--- src/hdl/lzc_pkg.sv ---
`timescale 1ns / 1ps
package lzc_pkg;
   localparam int CODE_BITS   = 16;
   localparam int DIGIT_BASE  = 128;
   localparam int DIGIT_BITS  = $clog2(DIGIT_BASE);
   localparam int BYTE_W      = 8;
   localparam int LIMIT_W     = 16;
   localparam int KEY_W       = CODE_BITS + BYTE_W;
   localparam int DEPTH       = 1 << CODE_BITS;
   localparam int CODE_MAX    = DEPTH - 1;
   localparam int EPOCH_W     = 8;
   localparam int EPOCH_MAX   = (1 << EPOCH_W) - 1;
   localparam int WORD_W      = EPOCH_W + KEY_W + CODE_BITS;
   localparam logic [31:0] HASH_MULT = 32'd2654435761;

   typedef logic [CODE_BITS-1:0] code_type;
   typedef logic [KEY_W-1:0]     key_type;
   typedef logic [EPOCH_W-1:0]   epoch_type;

   typedef struct packed {
      epoch_type epoch;
      key_type   key;
      code_type  code;
   } entry_type;
endpackage

--- src/hdl/lzc_if.sv ---
`timescale 1ns / 1ps
interface lzc_req_if;
   logic       valid;
   logic       ready;
   logic [7:0] in_byte;
   logic       stream_end;
   modport source (output valid, output in_byte, output stream_end, input ready);
   modport sink (input valid, input in_byte, input stream_end, output ready);
endinterface


--- src/hdl/lzc_front.sv ---
`timescale 1ns / 1ps
module lzc_front (
   input logic clock,
   input logic reset,
   lzc_req_if.sink   req_if,
   lzc_req_if.source q_if
);
   import lzc_pkg::*;

   logic [BYTE_W-1:0] byte_ff [2];
   logic [BYTE_W-1:0] byte_in [2];
   logic              end_ff [2];
   logic              end_in [2];
   logic [1:0]        count_ff, count_in;
   logic              push, pop;

   assign req_if.ready  = (count_ff != 2'd2);
   assign q_if.valid    = (count_ff != 2'd0);
   assign q_if.in_byte  = byte_ff[0];
   assign q_if.stream_end = end_ff[0];
   assign push = req_if.valid && req_if.ready;
   assign pop  = q_if.valid && q_if.ready;

   always_comb begin
      byte_in[0] = byte_ff[0];
      byte_in[1] = byte_ff[1];
      end_in[0]  = end_ff[0];
      end_in[1]  = end_ff[1];
      count_in   = count_ff;
      if (pop) begin
         byte_in[0] = byte_ff[1];
         end_in[0]  = end_ff[1];
      end
      if (push) begin
         if (count_ff == 2'd0 || (count_ff == 2'd1 && pop)) begin
            byte_in[0] = req_if.in_byte;
            end_in[0]  = req_if.stream_end;
         end else begin
            byte_in[1] = req_if.in_byte;
            end_in[1]  = req_if.stream_end;
         end
      end
      count_in = count_ff + 2'(push) - 2'(pop);
   end

   always_ff @(posedge clock) begin
      byte_ff <= byte_in;
      end_ff  <= end_in;
      if (reset) begin
         count_ff <= 2'd0;
      end else begin
         count_ff <= count_in;
      end
   end
endmodule

--- src/flat_wrapper.sv ---
// flat-port wrapper written by rule: the top's interface ports become plain ports
module lzc_front_flat import lzc_pkg::*;
  (clock, reset, req_if_valid, req_if_in_byte, req_if_stream_end, req_if_ready, q_if_valid, q_if_in_byte, q_if_stream_end, q_if_ready);
  lzc_req_if req_if_i ();
  lzc_req_if q_if_i ();
  input logic clock;
  input logic reset;
  input wire logic [$bits(req_if_i.valid)-1:0] req_if_valid;
  input wire logic [$bits(req_if_i.in_byte)-1:0] req_if_in_byte;
  input wire logic [$bits(req_if_i.stream_end)-1:0] req_if_stream_end;
  output wire logic [$bits(req_if_i.ready)-1:0] req_if_ready;
  output wire logic [$bits(q_if_i.valid)-1:0] q_if_valid;
  output wire logic [$bits(q_if_i.in_byte)-1:0] q_if_in_byte;
  output wire logic [$bits(q_if_i.stream_end)-1:0] q_if_stream_end;
  input wire logic [$bits(q_if_i.ready)-1:0] q_if_ready;
  assign req_if_i.valid = req_if_valid;
  assign req_if_i.in_byte = req_if_in_byte;
  assign req_if_i.stream_end = req_if_stream_end;
  assign req_if_ready = req_if_i.ready;
  assign q_if_valid = q_if_i.valid;
  assign q_if_in_byte = q_if_i.in_byte;
  assign q_if_stream_end = q_if_i.stream_end;
  assign q_if_i.ready = q_if_ready;
  lzc_front u_core (.clock(clock), .reset(reset), .req_if(req_if_i), .q_if(q_if_i));
endmodule
--- config.mk ---
export PLATFORM = sky130hd
export DESIGN_NAME = lzc_front_flat
export DESIGN_NICKNAME = d
export VERILOG_FILES = /design/src/hdl/lzc_pkg.sv /design/src/hdl/lzc_if.sv /design/src/hdl/lzc_front.sv /design/src/flat_wrapper.sv
export SDC_FILE = /design/constraint.sdc
export NUM_CORES = 1
export LEC_CHECK = 0
export BUFFER_PORTS_ARGS = -buffer_cell sky130_fd_sc_hd__buf_4
export CAP_MARGIN = 20
export CORE_MARGIN = 1
export CORE_UTILIZATION = 44
export CTS_CLUSTER_DIAMETER = 80
export CTS_CLUSTER_SIZE = 24
export DETAILED_ROUTE_END_ITERATION = 6
export PLACE_DENSITY = 0.77
export SYNTH_ARGS = -nofsm -noshare
export SYNTH_HDL_FRONTEND = slang
export SYNTH_SLANG_ARGS = --single-unit
--- constraint.sdc ---
create_clock -name clock -period 1.3 [get_ports clock]
set_input_delay 0.13 -clock clock [delete_from_list [all_inputs] [get_ports clock]]
set_output_delay 0.13 -clock clock [all_outputs]
set_load 0.01 [all_outputs]
Word-level counts from Yosys, hierarchy flattened
Cells that the tools add are included.
W data, S select, Z words.
Storage, ports and cells
  bits in registers: 20
  input port bits: 13
  output and inout bits: 11
Cells by class
  $add $sub $neg: 2
  equal/unequal tests: 2
  multiplexer cells: 8
  bitwise operators: 1
  reductions and logical operators: 7
Operator list (number)
  $mux W8: 3
  $mux W16: 1
  $logic_and A1 B1 Y1: 3
  $mux W1: 3
  $add A2 B1 Y2: 1
  $eq A2 B1 Y1 const B: 1
  $logic_not A2 Y1: 1
  $mux W2: 1
  $ne A2 B2 Y1 const B: 1
  $reduce_and A2 Y1: 1
  $reduce_bool A2 Y1: 1
  $sub A2 B1 Y2: 1
  $logic_or A1 B1 Y1: 1
  $not A1 Y1: 1

Logic depth before layout (Yosys ltp)
Gate-level depths: netlist (run 1).
  word-level depth: 6
  depth in mapped cells: 6
  mapped depth without buffers: 6

Worst setup path before layout (run 1)
OpenSTA, ideal clock, no wires.
  path kind: flip-flop to flip-flop
  from: reg u_core.count_ff[0]
  to: reg u_core.count_ff[1]
  library setup time: 0.070 ns
  arrival: 1.361 ns
  slack: -0.131 ns
  stages on the path, launching flop included: 7
  period minus slack after synthesis: 1.431 ns
  path through: dfxtp_1 > inv_1 > nand2_1 > and2_1 > ha_1 > or3_1 > a21oi_1
On the way
  word-level cells in the longest chain between the ends: 4
  elaborated cells on any way between the ends: 6
Ends and longest elaborated chain
  from (decl): RTL line lzc_front.sv:14  | logic [1:0] count_ff, count_in;
  from (signal assigned): RTL line lzc_front.sv:52  | count_ff <= count_in;
  $ne A2 B2 Y1: RTL line lzc_front.sv:17  | assign req_if.ready = (count_ff != 2'd2);
  named net req_if_ready: RTL line flat_wrapper.sv:11  | output wire logic [$bits(req_if_i.ready)-1:0] req_if_ready;
  $logic_and A1 B1 Y1: RTL line lzc_front.sv:21  | assign push = req_if.valid && req_if.ready;
  $add A2 B1 Y2: RTL line lzc_front.sv:43  | count_in = count_ff + 2'(push) - 2'(pop);
  $sub A2 B1 Y2: RTL line lzc_front.sv:43
The timed path passes the listed nets, and every way through them passes these cells.
A chain may end at the register's enable or synchronous reset.

==> results by group, run 1 <==
Yosys
  • Count leader, synth: mux2_2
  • Cell taking the most area after synthesis: edfxtp_1
  • Synthesized cell area: roughly 860 sq um
  • EDFF count, synth: 9
  • Commonest cells post-synth: mux2_2, dfxtp_1, edfxtp_1, buf_4, nand2_1
  • Netlist cell types: 15
  • Syn_area_per_cell: approximately 14 sq um
  • Dominant synthesized flop cell: dfxtp_1
  • Synthesis Warnings: 0
  • Mapped Cells: 62
  • Synth area leaders: edfxtp_1, dfxtp_1, mux2_2
  • Register area share after synthesis: approximately 57%
  • Syn_nets: 76
  • FF+latch count, synth: 20
  • Post-synth top area share: about a third
  • Synth async-reset ratio: 0%

Final layout
  • Register area: 495 sq um
  • Share of cells above drive strength 1: 64.0%
  • Area Growth Syn to Fin: 53.5%
  • Ant. Diodes: 0
  • Final nets: between 100 and 150
  • Final Core Density: between 70% and 80%
  • Area of the multi-input gates: 377 sq um
  • Filler cells: approximately 130

Timing
  • Max Freq: 0.727 GHz
  • Relative slew slack: about 85%
  • Final min period: 1380 ps
  • Hold WS: between 300 and 400 ps
  • Worst slew pin tran: around 220 ps
  • Post-Route Skew: about 5.5 ps
  • Period utilization: 106%
  • Final setup margin: -76.0 ps
  • Final hold vios: 0
  • Final Setup Violations: 9
  • Final Slew Violations: 0
  • RSZ-0062 raised after global routing: true

Power and ir drop
  • Pleak: about 0.58 nW
  • P per Cell Area: between 1000 and 1500 mW/mm^2
  • Max rail drop VDD: between 800 and 900 uV

Route
  • Final WL: about 1.7 mm
  • Antenna Nets Post-Route: 0
  • Vias per cell: approximately 4.8
  • DR iter-0 viols: 4
  • Residual DRC: 0
  • Routed len/inst: 13.6 um
  • First-pass iteration count of the detailed router: 3
  • Routed via count: about 600

Floorplanning
  • Row cnt: 15
  • Top Ports: 24
  • Core box area: around 0.0018 sq mm
  • Initial Util: 48.0%
  • Die Width: roughly 46 um
  • Die height: around 46 um
  • Die area: roughly 0.0021 sq mm

Global routing
  • Antenna violations before repair: 0
  • Global-route wire length before repair: about 2.5 mm
  • GRT Total Usage: between 15 and 20%
  • Vias in the first global route: 568
  • GRT overflow: 0
  • Pin count of the biggest net entering global routing: 13

Min path
  • HP Class: in2reg

Clock network
  • Postcts setup bufs: 0
  • CTS tree: done
  • Root Buffer: clkbuf_4
  • Clk sinks: 20
  • Clock latency on the worst-skew pair: 300 ps
  • Worst-path clk slew: about 110 ps
  • TritonCTS buffer count: 3
  • CTS H-tree depth: 1
  • Clock Path Buffers: 2

Worst setup path
  • Crit start category: flop
  • Worst EP required: roughly 1500 ps
  • Setup crit end kind: flop
  • Crit-path max FO: 5
  • Worst EP arrival: ~1600 ps
  • WS Path Type: reg2reg

Place
  • Setup Slack @ Placement: -76.5 ps
  • Port bufs: 23
  • Post-detail-place hpwl: ~1 mm
  • GPL Wtd Cong: just under 0.7

Job
  • # Max-Cap Violations: 0

Status
  • Status: finished, violations left
  • Failing checks: negative setup slack
## critical path, stage by stage (launching register included)
cell     delay (ps)
dfxtp_2         370
o21ai_4         190
buf_6           160
mux2_4          300
mux2_4          260
## final timing paths
kind / start / endpoint / slack, ps / depth (start not counted)
max reg2reg: u_core.count_ff[1]$_SDFF_PP0_ / u_core.q_if.in_byte[1]$_DFF_P_ / -80 / 4
max: u_core.count_ff[1]$_SDFF_PP0_ / u_core.q_if.in_byte[1]$_DFF_P_ / -80 / 4
min reg2reg: u_core.q_if.in_byte[3]$_DFF_P_ / u_core.q_if.in_byte[3]$_DFF_P_ / 620 / 2
min: req_if_valid / u_core.q_if.in_byte[3]$_DFF_P_ / 320 / 4
## sequential cells by signal (all words and copies together) (netlist names)
register                count
u_core.byte_ff              8
u_core.count_ff             2
u_core.end_ff               1
u_core.q_if.in_byte         8
u_core.q_if.stream_end      1
## report_power, final
group | internal (W) | total (W) | switching (W)
Sequential | 0.000725 | 0.000763 | 0.0000376
Clock | 0.000312 | 0.000500 | 0.000188
Combinational | 0.000290 | 0.000439 | 0.000149
## timing repair
action	in CTS	in global routing
gates resized for setup	22	1
endpoints found under the setup margin	10	10
endpoints found under the hold margin	9	2
hold buffers	8	2
pin swaps	3	1
## kinds of logic after synthesis
family | count (synthesis) | share of synthesized area, %
AO/OA/AOI/OAI | 5 | 4.24
AND/OR/NAND/NOR | 7 | 4.24
flip-flops | 20 | 57.3
adder cells (fa/ha/maj) | 1 | 1.46
multiplexers | 19 | 24.9
buffers and inverters | 10 | 7.90
## final cells by class
cell class              count  area share (%)
clock buffers               3            1.71
clock inverters             1            2.29
inverters                   2           0.762
multi-input cells          32            28.7
flip-flops and latches     20            37.7
well taps                  25            2.38
repair buffers             42            26.5
## layer usage
metal,global-route usage [%],up-vias,wire (um)
met2,31.0,14,965
met4,12.4,0,23
li1,-,291,-
met5,0,-,0
met3,4.71,2,53
met1,19.2,292,655
## per-stage QoR
step,instance area [sq um],std cells,total power (W),TNS [ps]
after floorplan,862,62,0.00100,-782
after global placement,1070,111,0.00111,-445
after detailed placement,1070,111,0.00112,-658
final,1310,125,0.00170,-587
after CTS,1290,123,0.00171,-542
after global routing,1310,125,0.00179,-939
## cell usage in the layout (no fill, tap or decap), drive strengths merged, types with 2 or more instances in the layout
cell | synthesis | final
a21oi | 2 | 2
buf | 8 | 32
clkbuf | 0 | 3
dfxtp | 11 | 11
dlygate4sd3 | 0 | 10
edfxtp | 9 | 9
inv | 2 | 2
mux2 | 18 | 18
nand2 | 3 | 3
nor2b | 2 | 2
o21ai | 2 | 2
(Power assumes the default switching activity.)
==> run 2: changes to the inputs <==
CORE_UTILIZATION = 49   (was 44)
PLACE_DENSITY = 0.81   (was 0.77)
clock period = 1.4 ns   (was 1.3 ns; I/O delays follow)
==> run 2 against run 1 <==
  * The run ends with design-rule violations left
  * Non-clock buffer count decreased by 12
  * First-iteration DRC count decreased by 50%
  * Setup slack improved by 110 ps
  * Flip-flop and latch count unchanged
==> results by group, run 2 (same netlist as run 1, synthesis figures left out) <==
Status
  • Status: finished, violations left
  • Failing checks: design-rule violations

Clock network
  • CTS H-tree depth: 1
  • Root Buffer: clkbuf_4
  • Clock latency on the worst-skew pair: just under 300 ps
  • TritonCTS buffer count: 3
  • CTS tree: done
  • Worst-path clk slew: 110 ps
  • Clk sinks: 20
  • Clock Path Buffers: 2

Worst setup path
  • RR Endpoint: u_core.q_if.in_byte[2]$_DFF_P_
  • WS Path Type: reg2reg
  • Crit-path max FO: 5
  • Crit start category: flop
  • Reg2Reg Depth: 4
  • Buf+Inv Stages, Crit Path: 1
  • Crit path cell chain: o21ai_2, buf_4, mux2_2, mux2_2
  • Setup crit end kind: flop
  • FF-to-FF Start: u_core.count_ff[0]$_SDFF_PP0_
  • Critical path's most frequent cell: mux2_2
  • Slowest CP cell: dfxtp_4
  • CP delay by family, top: multiplexers
  • R2r setup slk: between 30 and 40 ps
  • Worst EP arrival: approximately 1600 ps
  • Largest stage delay on the critical path: about 380 ps
  • Worst EP required: around 1600 ps

Power and ir drop
  • Max rail drop VDD: ~850 uV
  • Pleak: between 0.4 and 0.5 nW
  • Final Power: between 0.001 and 0.0015 W
  • P per Cell Area: roughly 1300 mW/mm^2

Route
  • Antenna Nets Post-Route: 0
  • Routed via count: between 500 and 600
  • Vias per cell: 5.26
  • First-pass iteration count of the detailed router: 6
  • Residual DRC: 2
  • DR iter-0 viols: 2
  • Final WL: around 1.3 mm
  • Routed len/inst: ~12 um

Global routing
  • Met1 global-route usage: between 10% and 20%
  • Met3 Track Usage GR: under 10%
  • Global-route wire length before repair: around 2.1 mm
  • GRT overflow: 0
  • Busiest grt layer: met2
  • M2 GR Usage: between 30% and 40%
  • GRT Total Usage: between 10% and 20%
  • Pin count of the biggest net entering global routing: 13
  • Vias in the first global route: 546
  • Antenna violations before repair: 0

Final layout
  • Final Core Density: between 70% and 80%
  • Leading cell types in the layout, fill and taps excluded: buf_4, mux2_2, edfxtp_1, dfxtp_1, clkbuf_4
  • Ant. Diodes: 0
  • Commonest non-fill, non-tap cell in the layout: buf_4
  • Final nets: 103
  • Filler cells: 112
  • Register area: approximately 500 sq um
  • Area of the multi-input gates: 300 sq um
  • Share of cells above drive strength 1: around 65%
  • Layout Cells excl Fill: around 100
  • Area Growth Syn to Fin: 30.7%

Floorplanning
  • Core box area: ~0.0016 sq mm
  • Initial Util: a little over half
  • Die area: about 0.0019 sq mm
  • Row cnt: 14
  • Die height: roughly 44 um
  • Top Ports: 24
  • Die Width: between 40 and 50 um

Place
  • Cell Count Post-Placement: just under 100
  • Port bufs: 23
  • GPL Wtd Cong: 0.805
  • Post-detail-place hpwl: slightly below 1 mm

Timing
  • TNS Setup: 0 ps
  • Max Freq: 0.731 GHz
  • Post-Route Skew: 4.16 ps
  • Final min period: 1370 ps
  • Relative slew slack: between 80% and 90%
  • Final hold vios: 0
  • Period utilization: a little over nine tenths
  • Final Slew Violations: 0
  • RSZ-0062 raised after global routing: true
  • Final Setup Violations: 0
  • Hold WS: 19.3 ps
  • Worst slew pin tran: 185 ps

Min path
  • Hold path start: req_if_in_byte[4]
  • Hold Crit Depth: 1
  • HP Class: in2reg
  • Worst Hold End: u_core.byte_ff[4]$_DFFE_PP_

Job
  • # Max-Cap Violations: 0
[run 2: what timing repair did]
action	in CTS	in global routing
hold buffers	1	0
cloned	0	0
hold endpoints to repair	2	0
pin swaps	0	2
resized for setup	1	3
setup buffers	1	0
setup endpoints to repair	1	9
[run 2: cell type report]
| cell class | count | share of cell area [%] |
|---|---|---|
| multi-input cells | 32 | 26.8 |
| repair buffers | 30 | 21.5 |
| clock inverters | 1 | 2.68 |
| clock buffers | 3 | 2.01 |
| inverters | 2 | 0.895 |
| well taps | 16 | 1.79 |
| flip-flops and latches | 20 | 44.3 |
[run 2: stage by stage]
stage               cell area, sq um  setup slack (ps)
floorplan                        858              19.9
global placement                1040              45.4
detailed placement              1040              3.72
CTS                             1110              17.7
global route                    1120             -7.19
finish                          1120              32.8
[run 2: routing by layer]
metal	share of wire, %	up-vias
li1	-	270
met1	36	260
met2	58	15
met3	4.7	2
met4	1.5	0
met5	0	-
[run 2: power by group]
part           switching (W)  total, W  internal, W
combinational       0.000115  0.000320     0.000205
sequential         0.0000306  0.000704     0.000673
clock               0.000169  0.000458     0.000289
total               0.000314   0.00148      0.00117
[run 2: worst register-to-register path: stages, from the launching register on]
cell and delay [ps]:
dfxtp_4 380, o21ai_2 140, buf_4 170, mux2_2 330
mux2_2 260
[run 2: worst max-delay path by stage]
stage	start	end	slack, ps	cells after the start
floorplan	u_core.count_ff[1]$_SDFF_PP0_	u_core.q_if.in_byte[0]$_DFF_P_	20	3
global placement	u_core.count_ff[0]$_SDFF_PP0_	u_core.count_ff[1]$_SDFF_PP0_	50	6
detailed placement	u_core.count_ff[0]$_SDFF_PP0_	u_core.count_ff[1]$_SDFF_PP0_	4	6
CTS	u_core.count_ff[1]$_SDFF_PP0_	u_core.count_ff[1]$_SDFF_PP0_	20	5
global route	u_core.count_ff[0]$_SDFF_PP0_	u_core.q_if.in_byte[0]$_DFF_P_	-7	4
finish	u_core.count_ff[0]$_SDFF_PP0_	u_core.q_if.in_byte[2]$_DFF_P_	30	4
==> run 3: changes to the inputs <==
BUFFER_PORTS_ARGS = unset   (was -buffer_cell sky130_fd_sc_hd__buf_4)
CORE_UTILIZATION = 58   (was 49)
DONT_BUFFER_PORTS = 1   (was unset)
PLACE_DENSITY = 0.79   (was 0.81)
==> run 3 against run 2 <==
  * Setup slack worse by 11 ps
  * The flow now finishes without violations
  * Final area down 6.5%
  * Critical path type unchanged
  * Power decreased by 4.8%
  * Sequential power is 3.7% higher
  * Combinational power down 33%
  * Clock power grew 2%
  * Sequential share of layout area increased by 3.1 points
  * Largest power group unchanged
  * Flip-flop and latch count stayed put
  * First-iteration DRC count shrank 50%
  * Utilization rose by 7.5 points
  * Clock skew up 4.2 ps
  * Global-route usage is 3.1 points higher
==> results by group, run 3 (same netlist as run 1, synthesis figures left out) <==
Status
  • Status: finished, final reports clean

Worst setup path
  • Crit path cell chain: o21ai_2, buf_12, mux2_2, mux2_2
  • Worst EP arrival: about 1600 ps
  • Worst EP required: around 1600 ps
  • WS Path Type: reg2reg
  • Critical path's most frequent cell: mux2_2
  • Crit-path max FO: 9
  • Slowest CP cell: dfxtp_2
  • Largest stage delay on the critical path: 360 ps
  • Crit start category: flop
  • Setup crit end kind: flop

Final layout
  • Area Growth Syn to Fin: 22.2%
  • Share of cells above drive strength 1: approximately half
  • Final nets: about 90
  • Leading cell types in the layout, fill and taps excluded: mux2_2, dlygate4sd3_1, edfxtp_1, dfxtp_1, buf_4
  • Layout Cells excl Fill: between 80 and 90
  • Final Core Density: around four fifths
  • Commonest non-fill, non-tap cell in the layout: mux2_2
  • Ant. Diodes: 0
  • Filler cells: 96

Timing
  • Post-Route Skew: 8.34 ps
  • Final min period: ~1400 ps
  • Final hold vios: 0
  • Worst slew pin tran: approximately 220 ps
  • Max Freq: about 0.73 GHz
  • Relative slew slack: 85.1%
  • Final Slew Violations: 0
  • RSZ-0062 raised after global routing: true
  • Final Setup Violations: 0
  • Period utilization: just under 100%

Floorplanning
  • Core box area: ~0.0013 sq mm
  • Top Ports: 24
  • Row cnt: 13
  • Die height: slightly above 40 um
  • Die Width: 40.4 um
  • Initial Util: between 60% and 70%
  • Die area: ~0.0016 sq mm

Clock network
  • Clock latency on the worst-skew pair: 300 ps
  • Worst-path clk slew: between 100 and 150 ps
  • Clock Path Buffers: 2
  • TritonCTS buffer count: 3
  • Root Buffer: clkbuf_4
  • CTS H-tree depth: 1
  • CTS tree: done
  • Clk sinks: 20

Global routing
  • Vias in the first global route: ~450
  • Global-route wire length before repair: approximately 1.8 mm
  • Antenna violations before repair: 0
  • Pin count of the biggest net entering global routing: 13
  • GRT overflow: 0
  • GRT Total Usage: 18.1%

Power and ir drop
  • Max rail drop VDD: around 850 uV
  • Pleak: ~0.40 nW
  • P per Cell Area: around 1300 mW/mm^2

Min path
  • HP Class: in2reg

Place
  • Post-detail-place hpwl: 857 um
  • Port bufs: 0
  • GPL Wtd Cong: 0.610
  • Cell Count Post-Placement: between 70 and 80

Route
  • Residual DRC: 0
  • Routed len/inst: roughly 14 um
  • Routed via count: 463
  • Antenna Nets Post-Route: 0
  • Final WL: about 1.3 mm
  • Vias per cell: between 5 and 6
  • First-pass iteration count of the detailed router: 2
  • DR iter-0 viols: 1

Job
  • # Max-Cap Violations: 0
-- run 3: changes by cell type in the layout (fill, tap and decap cells not counted) --
cell and delta:
ha_2 +1, mux2_2 -2, ha_1 -1, inv_4 -1, a21oi_1 -1, dlygate4sd3_1 +9
inv_2 +1, a21oi_2 +1, buf_4 -23, mux2_4 +2
-- run 3: where the power goes --
group	total [W]	switching [W]	internal (W)	leakage (nW)
clock network	0.000465	0.000176	0.000289	0.0279
logic	0.000215	0.0000713	0.000144	0.200
registers	0.000730	0.0000567	0.000674	0.175
-- run 3: metrics by stage --
stage / worst slack [ps] / TNS [ps] / hold slack [ps] / instance area (sq um) / total power (W)
4_1_cts: 0.586 / 0 / 164 / 1030 / 0.00142
3_3_place_gp: 38.0 / 0 / 210 / 867 / 0.000916
3_5_place_dp: -20.9 / -20.9 / 217 / 867 / 0.000921
6_report: 21.4 / 0 / 185 / 1050 / 0.00141
2_1_floorplan: 19.9 / 0 / 209 / 858 / 0.000931
5_1_grt: -10.1 / -43.4 / 208 / 1050 / 0.00148
-- run 3: path summary, 6_finish.rpt --
kind / from / end / slack [ps] / cells past startpoint
setup reg to reg: u_core.count_ff[1]$_SDFF_PP0_ / u_core.q_if.in_byte[2]$_DFF_P_ / 20 / 4
hold reg to reg: u_core.byte_ff[7]$_DFFE_PP_ / u_core.q_if.in_byte[7]$_DFF_P_ / 610 / 2
hold / removal: q_if_ready / u_core.count_ff[1]$_SDFF_PP0_ / 180 / 3
setup / recovery: u_core.count_ff[1]$_SDFF_PP0_ / u_core.q_if.in_byte[2]$_DFF_P_ / 20 / 4
-- run 3: layer usage --
layer	part of all wire [%]	wire, um	GRT usage [%]	up-vias
met2	51	642	31.7	13
met5	0	0	0	-
li1	-	-	-	239
met4	1.3	17	10.0	0
met1	43	540	18.7	209
met3	4.9	62	6.11	2
-- run 3: area by class of cell --
cell class / instances / area, sq um / area share, %
clock buffer: 3 / 22.5 / 2.15
sequential: 20 / 495 / 47.4
tap: 15 / 18.8 / 1.79
timing repair buffer: 16 / 158 / 15.1
inverter: 2 / 7.51 / 0.718
clock inverter: 1 / 30.0 / 2.87
multi-input combinational: 32 / 314 / 30.0
-- run 3: what timing repair did --
action                                  CTS  global route
resized for setup                         1             6
endpoints found under the setup margin    1            10
buffers inserted                          1             0
pin swaps                                 0             2
hold endpoints to repair                 20             0
hold buffers                             10             0
-- run 3: critical path: cells and delay by family (launching register included) --
| family | cells | cell delay [ps] |
|---|---|---|
| mux | 2 | 590 |
| flops | 1 | 360 |
| compound gates | 1 | 180 |
| buf+inv | 1 | 150 |
